<file path="src/rtl/core/sarc_pkg.sv">
// package for the serial actuator relay controller
// holds payload structs, reply and status codes, command characters and defaults
// no dependencies
package sarc_pkg;

    localparam int LINE_BUFFER_DEPTH_DEF = 16;
    localparam logic [7:0] ACTIVE_TICKS_RESET = 8'd30;

    // register map
    localparam int PADDR_W = 3;
    localparam logic [0:0] REG_ACTIVE_TICKS = 1'b0;

    // command field
    localparam logic CMD_BYTE = 1'b0;
    localparam logic CMD_TICK = 1'b1;

    // replies
    localparam logic [1:0] REPLY_NONE   = 2'd0;
    localparam logic [1:0] REPLY_ACK    = 2'd1;
    localparam logic [1:0] REPLY_NAK    = 2'd2;
    localparam logic [1:0] REPLY_STATUS = 2'd3;

    // cover states
    localparam logic [1:0] ST_STOPPED = 2'd0;
    localparam logic [1:0] ST_OPEN    = 2'd1;
    localparam logic [1:0] ST_CLOSED  = 2'd2;

    // characters
    localparam logic [7:0] CH_CLOSE  = 8'h43;
    localparam logic [7:0] CH_OPEN   = 8'h4F;
    localparam logic [7:0] CH_STOP   = 8'h53;
    localparam logic [7:0] CH_STATUS = 8'h3F;
    localparam logic [7:0] CH_CR     = 8'h0D;
    localparam logic [7:0] CH_LF     = 8'h0A;

    typedef struct packed {
        logic       command;
        logic [7:0] rx_byte;
    } t_in_item;

    typedef struct packed {
        logic [1:0] reply;
        logic [2:0] status_code;
        logic       open_relay_out;
        logic       close_relay_out;
    } t_out_item;

endpackage

</file>
<file path="src/rtl/core/serial_actuator_relay_controller_top.sv">
// top level of the serial actuator relay controller
// command line parser, tick driven relay sequencer and apb register port
// depends on sarc_pkg

// One item (a received byte or a tick) is taken per clock and produces
// exactly one result item. An item passes an input register, then the
// state update logic that writes the result register; the sustained rate
// is one item per cycle and only drops when the result register is held
// by a stalled consumer. Register active_ticks (byte address 0) sets how
// many ticks a relay stays on after an open or close starts; 0 leaves it
// on until the cover is stopped. A stop, open or close request takes
// effect on the following ticks: a moving or driven cover is first stopped,
// then driven toward the requested state on a later tick.
module serial_actuator_relay_controller_top #(
    parameter int LINE_BUFFER_DEPTH = sarc_pkg::LINE_BUFFER_DEPTH_DEF
) (
    input  logic                            i_clk,
    input  logic                            i_rst_n,
    // item input
    input  logic                            i_in_valid,
    output logic                            o_in_ready,
    input  sarc_pkg::t_in_item              i_in_item,
    // result output
    output logic                            o_out_valid,
    input  logic                            i_out_ready,
    output sarc_pkg::t_out_item             o_out_item,
    // apb register port
    input  logic                            psel,
    input  logic                            penable,
    input  logic                            pwrite,
    input  logic [sarc_pkg::PADDR_W-1:0]    paddr,
    input  logic [31:0]                     pwdata,
    output logic [31:0]                     prdata,
    output logic                            pready
);
    import sarc_pkg::*;

    localparam int LEN_W = $clog2(LINE_BUFFER_DEPTH + 1);

    // registers
    logic [7:0]       r_active_ticks;
    logic             r_in_valid;
    t_in_item         r_in_item;
    logic             r_out_valid;
    t_out_item        r_out_item;
    logic [LEN_W-1:0] r_line_length;
    logic [7:0]       r_first_char;
    logic [1:0]       r_wanted_state;
    logic [1:0]       r_present_state;
    logic [7:0]       r_drive_ticks_left;
    logic             r_open_relay_on;
    logic             r_close_relay_on;

    // next values
    logic [LEN_W-1:0] n_line_length;
    logic [7:0]       n_first_char;
    logic [1:0]       n_wanted_state;
    logic [1:0]       n_present_state;
    logic [7:0]       n_drive_ticks_left;
    logic             n_open_relay_on;
    logic             n_close_relay_on;
    logic [1:0]       n_reply;
    logic [2:0]       n_status;

    logic advance;
    logic cfg_write;
    logic is_term;

    // apb
    assign pready    = 1'b1;
    assign cfg_write = psel && penable && pwrite;
    assign prdata    = (paddr[PADDR_W-1] == REG_ACTIVE_TICKS) ? {24'd0, r_active_ticks} : 32'd0;

    always_ff @(posedge i_clk) begin
        if (!i_rst_n) begin
            r_active_ticks <= ACTIVE_TICKS_RESET;
        end else if (cfg_write && paddr[PADDR_W-1] == REG_ACTIVE_TICKS) begin
            r_active_ticks <= pwdata[7:0];
        end
    end

    // handshake: input register feeds result register
    assign advance    = r_in_valid && (!r_out_valid || i_out_ready);
    assign o_in_ready = !r_in_valid || advance;
    assign o_out_valid = r_out_valid;
    assign o_out_item  = r_out_item;

    assign is_term = (r_in_item.rx_byte == CH_CR) || (r_in_item.rx_byte == CH_LF);

    always_comb begin
        n_line_length      = r_line_length;
        n_first_char       = r_first_char;
        n_wanted_state     = r_wanted_state;
        n_present_state    = r_present_state;
        n_drive_ticks_left = r_drive_ticks_left;
        n_open_relay_on    = r_open_relay_on;
        n_close_relay_on   = r_close_relay_on;
        n_reply            = REPLY_NONE;

        if (r_in_item.command == CMD_TICK) begin
            if (r_drive_ticks_left != 8'd0) begin
                n_drive_ticks_left = r_drive_ticks_left - 8'd1;
                if (r_drive_ticks_left == 8'd1) begin
                    n_open_relay_on  = 1'b0;
                    n_close_relay_on = 1'b0;
                end
            end
            if (r_wanted_state != r_present_state) begin
                if (r_present_state != ST_STOPPED) begin
                    n_open_relay_on    = 1'b0;
                    n_close_relay_on   = 1'b0;
                    n_present_state    = ST_STOPPED;
                    n_drive_ticks_left = 8'd0;
                end else if (r_wanted_state == ST_OPEN) begin
                    n_open_relay_on    = 1'b1;
                    n_present_state    = ST_OPEN;
                    n_drive_ticks_left = r_active_ticks;
                end else if (r_wanted_state == ST_CLOSED) begin
                    n_close_relay_on   = 1'b1;
                    n_present_state    = ST_CLOSED;
                    n_drive_ticks_left = r_active_ticks;
                end
            end
        end else if (r_line_length != '0 && is_term) begin
            n_reply       = REPLY_NAK;
            n_line_length = '0;
            if (r_line_length == LEN_W'(1)) begin
                unique case (r_first_char)
                    CH_STATUS: n_reply = REPLY_STATUS;
                    CH_CLOSE: begin
                        n_wanted_state = ST_CLOSED;
                        n_reply        = REPLY_ACK;
                    end
                    CH_OPEN: begin
                        n_wanted_state = ST_OPEN;
                        n_reply        = REPLY_ACK;
                    end
                    CH_STOP: begin
                        n_wanted_state = ST_STOPPED;
                        n_reply        = REPLY_ACK;
                    end
                    default: n_reply = REPLY_NAK;
                endcase
            end
        end else begin
            // a terminator on an empty line is kept like any byte
            if (r_line_length == '0) begin
                n_first_char = r_in_item.rx_byte;
            end
            if (r_line_length < LEN_W'(LINE_BUFFER_DEPTH)) begin
                n_line_length = r_line_length + LEN_W'(1);
            end
        end

        // a running move counter reports opening or closing
        n_status = {1'b0, n_present_state} + ((n_drive_ticks_left != 8'd0) ? 3'd2 : 3'd0);
    end

    always_ff @(posedge i_clk) begin
        if (!i_rst_n) begin
            r_in_valid         <= 1'b0;
            r_out_valid        <= 1'b0;
            r_line_length      <= '0;
            r_wanted_state     <= ST_STOPPED;
            r_present_state    <= ST_STOPPED;
            r_drive_ticks_left <= 8'd0;
            r_open_relay_on    <= 1'b0;
            r_close_relay_on   <= 1'b0;
        end else begin
            if (o_in_ready) begin
                r_in_valid <= i_in_valid;
            end
            if (advance) begin
                r_out_valid <= 1'b1;
            end else if (i_out_ready) begin
                r_out_valid <= 1'b0;
            end
            if (advance) begin
                r_line_length      <= n_line_length;
                r_wanted_state     <= n_wanted_state;
                r_present_state    <= n_present_state;
                r_drive_ticks_left <= n_drive_ticks_left;
                r_open_relay_on    <= n_open_relay_on;
                r_close_relay_on   <= n_close_relay_on;
            end
        end
    end

    // payload registers
    always_ff @(posedge i_clk) begin
        if (o_in_ready && i_in_valid) begin
            r_in_item <= i_in_item;
        end
        if (advance) begin
            r_first_char               <= n_first_char;
            r_out_item.reply           <= n_reply;
            r_out_item.status_code     <= n_status;
            r_out_item.open_relay_out  <= n_open_relay_on;
            r_out_item.close_relay_out <= n_close_relay_on;
        end
    end

endmodule

</file>
<file path="config.mk">
export PLATFORM = sky130hd
export DESIGN_NAME = serial_actuator_relay_controller_top
export DESIGN_NICKNAME = d
export VERILOG_FILES = /design/src/rtl/core/sarc_pkg.sv /design/src/rtl/core/serial_actuator_relay_controller_top.sv
export SDC_FILE = /design/constraint.sdc
export NUM_CORES = 1
export LEC_CHECK = 0
export BUFFER_PORTS_ARGS = -buffer_cell sky130_fd_sc_hd__buf_2
export CAP_MARGIN = 30
export CORE_MARGIN = 1.5
export CORE_UTILIZATION = 51
export CTS_CLUSTER_SIZE = 20
export DETAILED_ROUTE_END_ITERATION = 12
export PLACE_DENSITY = 0.76
export SLEW_MARGIN = 20
export SYNTH_ARGS = -nofsm -noshare
export SYNTH_HDL_FRONTEND = slang
export SYNTH_SLANG_ARGS = --single-unit
export TNS_END_PERCENT = 10
</file>
<file path="constraint.sdc">
create_clock -name i_clk -period 2.7 [get_ports i_clk]
set_input_delay 0.135 -clock i_clk [delete_from_list [all_inputs] [get_ports i_clk]]
set_output_delay 0.135 -clock i_clk [all_outputs]
set_load 0.01 [all_outputs]
</file>
## Yosys cells after proc, flatten, opt, wreduce, memory -nomap -nowiden

Cells that the tools add are included.

| storage, ports and cells | value |
|---|---|
| flip-flop bits (word level) | 53 |
| output and inout port bits | 42 |
| logic and storage cells | 94 |

| cells by class | value |
|---|---|
| add/sub/neg operators | 3 |
| order comparisons | 1 |
| equality and inequality tests | 11 |
| muxes and demuxes | 33 |
| bitwise gates (word level) | 4 |
| reduce and logical (&&, ||, !) cells | 25 |

Operators with widths:

| operator | number |
|---|---|
| 8-bit 2-to-1 mux | 7 |
| 8-bit by 7-bit == test with 1-bit output (second input constant) | 3 |
| 8-bit by 4-bit == test with 1-bit output (second input constant) | 2 |
| 8-bit nonzero test | 2 |
| 1-bit 2-to-1 mux | 15 |
| 2-bit 2-to-1 mux | 7 |
| 5-bit 2-to-1 mux | 2 |
| 8-bit by 1-bit == test with 1-bit output (second input constant) | 1 |
| 8-bit by 6-bit == test with 1-bit output (second input constant) | 1 |
| 8-bit by 1-bit subtractor with 8-bit output (second input constant) | 1 |
| 1-bit logical AND | 6 |
| 2-bit one-hot mux with 3 select lines | 1 |
| 2-bit nonzero test | 3 |
| 3-bit OR reduction | 2 |
| 5-bit by 1-bit adder with 5-bit output (second input constant) | 1 |
| 5-bit by 1-bit == test with 1-bit output (second input constant) | 1 |
| 5-bit zero test | 1 |
| 5-bit less-than comparator (second input constant) | 1 |
| 5-bit AND reduction | 1 |
| 5-bit nonzero test | 1 |
| 1-bit NOT | 4 |
| 2-bit one-hot mux with 2 select lines | 1 |
| 4-bit AND reduction | 1 |
| 2-bit by 2-bit adder with 3-bit output | 1 |
| other kinds (8) | 11 |

## Logic depth before layout (Yosys ltp)

| logic depth | value |
|---|---|
| depth after elaboration | 10 |
| gate-level depth with buffers | 9 |
| depth with buffers taken out | 9 |

## Worst setup path after synthesis

No wires, ideal clock.

| path | value |
|---|---|
| kind | register to register |
| start | reg r_drive_ticks_left[0] |
| end | reg r_out_item (netlist bit o_out_item[3]), data pin |
| setup time | 0.261 ns |
| arrival time | 2.114 ns |
| data required time | 2.439 ns |
| path slack | 0.325 ns |
| cell stages (with the launch flop) | 10 |
| path buffers | 0 |
| cells stage by stage | dfxtp_1 > inv_1 > ha_1 > or4b_4 > nor2_4 > o21ai_2 > a32o_1 > nor4_1 > nand4_1 > ha_1 |

| on the way | value |
|---|---|
| word-level cells in the longest chain between the ends | 10 |
| elaborated cells between the ends (all ways) | 11 |
| classes of those cells | add/sub: 2; mux: 7; reduce/logical: 2 |

RTL lines:

| element | line | text |
|---|---|---|
| start: declaration | serial_actuator_relay_controller_top.sv:50 | `logic [7:0] r_drive_ticks_left;` |
| start signal: assignment | serial_actuator_relay_controller_top.sv:182 | `r_drive_ticks_left <= n_drive_ticks_left;` |
| 8-bit by 1-bit subtractor with 8-bit output or 8-bit nonzero test (tied branches) | serial_actuator_relay_controller_top.sv:102, serial_actuator_relay_controller_top.sv:101 |  |
| 8-bit 2-to-1 mux | serial_actuator_relay_controller_top.sv:101 | `if (r_drive_ticks_left != 8'd0) begin` |
| 8-bit 2-to-1 mux | serial_actuator_relay_controller_top.sv:118 | `end else if (r_wanted_state == ST_CLOSED) begin` |
| 8-bit 2-to-1 mux | serial_actuator_relay_controller_top.sv:114 | `end else if (r_wanted_state == ST_OPEN) begin` |
| 8-bit 2-to-1 mux | serial_actuator_relay_controller_top.sv:109 | `if (r_present_state != ST_STOPPED) begin` |
| 8-bit 2-to-1 mux | serial_actuator_relay_controller_top.sv:108 | `if (r_wanted_state != r_present_state) begin` |
| 8-bit 2-to-1 mux * | serial_actuator_relay_controller_top.sv:100 | `if (r_in_item.command == CMD_TICK) begin` |
| 8-bit nonzero test * | serial_actuator_relay_controller_top.sv:156 | `n_status = {1'b0, n_present_state} + ((n_drive_ticks_left != 8'd0) ? 3'd2 : 3'd0);` |
| 2-bit 2-to-1 mux * | serial_actuator_relay_controller_top.sv:156 |  |
| 2-bit by 2-bit adder with 3-bit output * | serial_actuator_relay_controller_top.sv:156 |  |
| net n_status[1] | serial_actuator_relay_controller_top.sv:63 | `logic [2:0] n_status;` |
| end: declaration | serial_actuator_relay_controller_top.sv:45 | `t_out_item r_out_item;` |

The timed path passes the listed nets; every way through them passes the cells marked *.
A chain may end at the register's enable or synchronous reset.

## Worst setup path in the final report

| path | value |
|---|---|
| start | reg r_drive_ticks_left[1] |
| end | reg r_out_item (netlist bit o_out_item[3]), data pin |

Same word-level chain as after synthesis.

==> impl_results.md <==
* Leakage at 1.400 nW
* Total gr overflow at 0
* Unique cell type count in the Yosys netlist at 64
* Antenna violations before repair at 0
* Slew HR at 48.98%
* Root Buffer: clkbuf_8
* Hold_sp: pwdata[1]
* CTS Buf Count at 5
* Comb power frac at 16.8%
* Initial Util at 53.79%
* Die area at 6386 sq um
* Chip height at 79.91 um
* CP Capture Type: flop
* CP max-delay cell: or4b_4
* Crit path DAT at 2650 ps
* HP Class: in2reg
* FP Rows at 27
* Max-slew violations at 0
* Post-Layout Cell Count at 456
* Design Area, Final at 3447 sq um
* Highest routed layer: met4
* RR Startpoint: r_drive_ticks_left[1]$_SDFFE_PN0P_
* CTS Sinks at 53
* Mean Syn Cell Area at 9.197 sq um
* Setup_tns at 0 ps
* Worst-path fanout max at 4
* Vias in the first global route at 2295
* WL final at 6074 um
* Minimum clock period at 2577 ps
* Internal power at 1.182 mW
* Post-synthesis register bit count at 53
* Wl on met1 at 2544 um
* Worst setup margin at 123.5 ps
* Global Route Usage Sum at 20.29%
* Die X at 79.91 um
* Peak supply drop at 0.2699 mV
* Post-CTS Setup Bufs at 0
* Hold Path End: r_active_ticks[1]$_SDFFE_PN1P_
* Sequential fraction of the synthesis area at 43.14%
* Largest net degree at the start of global routing at 26
* Post-DP Area at 3253 sq um
* Switching Power at 0.4544 mW
* Hold Vio Cnt, Final at 0
* Buf/Inv on CP at 1
* # setup viols final at 0
* Post-synth top area cell: edfxtp_1
* Status: finished clean
* CTS clk-pin slew, worst paths at 100 ps
* Reg power frac at 54.5%
* First-pass GRT wire length at 9970 um
* R2R cell count at 9
* Cell breakdown of the critical path: inv_1, ha_1, or4b_4, nor2_4, o21ai_2, a32o_1, nor4_1, nand4_1, ha_1
* Worst Skew at 6.772 ps
* Worst path top cell family by delay: simple AND/OR/NAND/NOR gates
* Main synth FF type: dfxtp_1
* Clock power share at 28.8%
* Ant. Diodes at 0
* Max frequency at 388.1 MHz
* Layout Nets at 441
* Post-route ant nets at 0
* WL met3 at 329 um
* # DRC at 0
* Slew @ Worst Pin at 764.5 ps
* Core box area at 5608 sq um
* H-tree depth at 2
* Clock Tree Buf Depth at 2
* Final core occ at 61.47%
* Sw frac at 27.76%
* DR vias at 2464
* Synthesized instance count at 328
* Tcrit/Tclk final at 95.43%
* EDFF count, synth at 24
* Critical R2R Capture: o_out_item[3]$_DFFE_PP_
* Dpl cells at 439
* Gpl congestion at 0.8625
* RSZ-0062 raised after global routing: no
* Pre-antenna DRT Iters at 4
* Routed wl met2 at 3129 um
* Clock Latency Late Sink at 310 ps
* Asr flop ratio synth at 0%
* Worst reg2reg setup slack at 120 ps
* Cell Area, Synth at 3017 sq um
* DR vias/cell at 5.404
* Dpl hpwl at 4416 um
* Min-Delay Path Depth at 3
* Synth area leaders: edfxtp_1 (24%), dfxtp_1 (19%), buf_4 (6.7%)
* CP required at 2780 ps
* Yosys warns at 0
* Io pins at 93
* CTS tree: yes
* Area growth from synthesis to final layout at 14.27%
* Dpl ws at 76.94 ps
* PortBufs at 41
* Most frequent cell on the critical path: ha_1
* Wire per inst at 13.32 um
* CP startpoint kind: flop
* Yosys top cell area share at 23.89%
* Largest stage delay, worst path at 490 ps
* Tot Pwr at 1.637 mW
* Starting DRT DRC Count at 119
* Power density over cell area at 474.8 nW/um^2
* Fraction of layout cells with a size suffix above 1 at 20.57%
* Critical path type: reg2reg
* MaxCap Viol Count at 0
* Filler cells at 490
* Hold Worst Slack at 30.60 ps
flip-flops by register name, summed over array words and instances (netlist names):
signal	flops
o_out_valid	1
o_out_item	7
r_in_item	9
r_drive_ticks_left	8
r_open_relay_on	1
r_present_state	2
r_in_valid	1
r_wanted_state	2
r_close_relay_on	1
r_first_char	8
r_line_length	5
r_active_ticks	8
layer usage:
layer / up-vias / GRT usage [%]
li1: 1240 / -
met1: 1131 / 23.30
met2: 86 / 37.31
met3: 7 / 3.086
met4: 0 / 7.931
met5: - / 0
area by class of cell:
type,count,area [sq um],share of cell area (%)
Clock inverter,3,28.78,0.8348
Multi-Input combinational cell,247,1501,43.56
Timing Repair Buffer,67,422.9,12.27
Tap cell,72,90.09,2.613
Sequential cell,53,1301,37.75
Clock buffer,5,68.82,1.996
Inverter,9,33.78,0.9800
cell usage in the layout (no fill, tap or decap), types with 3 or more instances in the layout:
| master | instances |
|---|---|
| o41ai_1 | 3 |
| nand2b_1 | 6 |
| o21a_1 | 4 |
| ha_1 | 7 |
| nand2_1 | 34 |
| a22o_1 | 6 |
| buf_2 | 41 |
| nand3_1 | 6 |
| nor3_1 | 10 |
| a211oi_1 | 6 |
| dlygate4sd3_1 | 9 |
| and3b_1 | 3 |
| mux2i_1 | 3 |
| buf_4 | 17 |
| conb_1 | 25 |
| o21bai_1 | 5 |
| a32oi_1 | 3 |
| a21oi_1 | 16 |
| o2bb2ai_1 | 3 |
| dfxtp_1 | 29 |
| nor2b_1 | 14 |
| nand4_1 | 4 |
| clkbuf_8 | 5 |
| inv_1 | 7 |
| nor2_1 | 40 |
| o31ai_1 | 6 |
| edfxtp_1 | 24 |
| nor4_1 | 4 |
cells in the mapped netlist, types with 7 or more instances:
cell,count
a21oi_1,16
inv_1,7
nor2b_1,14
nor2_1,40
nand2_1,34
nor3_1,10
dfxtp_1,29
edfxtp_1,24
buf_4,27
clkbuf_1,7
ha_1,7
power by group through the flow:
stage / registers (mW) / logic, mW / clock network [mW]
floorplan: 0.906 / 0.207 / 0
global placement: 0.908 / 0.255 / 0
detailed placement: 0.909 / 0.259 / 0
CTS: 0.891 / 0.270 / 0.483
global route: 0.896 / 0.305 / 0.519
finish: 0.891 / 0.274 / 0.471
worst min-delay path, cell delays in order:
cell and delay (ps):
buf_2 70, nand2_1 40, nand3_1 60
logic make-up after synthesis:
family | after synthesis | share of synthesized area (%)
simple gates | 140 | 23.93
compound gates | 70 | 18.04
fa+ha+maj | 7 | 2.903
flops | 53 | 43.14
buf+inv | 51 | 10.16
mux | 3 | 0.9955
other cells | 2 | 0.2490
xor+xnor | 2 | 0.5808
worst max-delay path by stage:
| stage | start | endpoint | slack (ps) | cells past startpoint |
|---|---|---|---|---|
| floorplan | r_drive_ticks_left[0]$_SDFFE_PN0P_ | o_out_item[3]$_DFFE_PP_ | 320 | 9 |
| global placement | r_drive_ticks_left[1]$_SDFFE_PN0P_ | o_out_item[3]$_DFFE_PP_ | 100 | 9 |
| detailed placement | r_drive_ticks_left[1]$_SDFFE_PN0P_ | o_out_item[3]$_DFFE_PP_ | 80 | 9 |
| CTS | r_drive_ticks_left[1]$_SDFFE_PN0P_ | o_out_item[3]$_DFFE_PP_ | 60 | 9 |
| global route | r_drive_ticks_left[1]$_SDFFE_PN0P_ | o_out_item[3]$_DFFE_PP_ | 7 | 9 |
| finish | r_drive_ticks_left[1]$_SDFFE_PN0P_ | o_out_item[3]$_DFFE_PP_ | 120 | 9 |
what timing repair did:
item,4_1_cts,5_1_grt
gates resized for setup,0,1
endpoints found under the hold margin,9,0
hold buffers,9,0
setup endpoints to repair,0,1
Power figures use the tool's default switching activity.
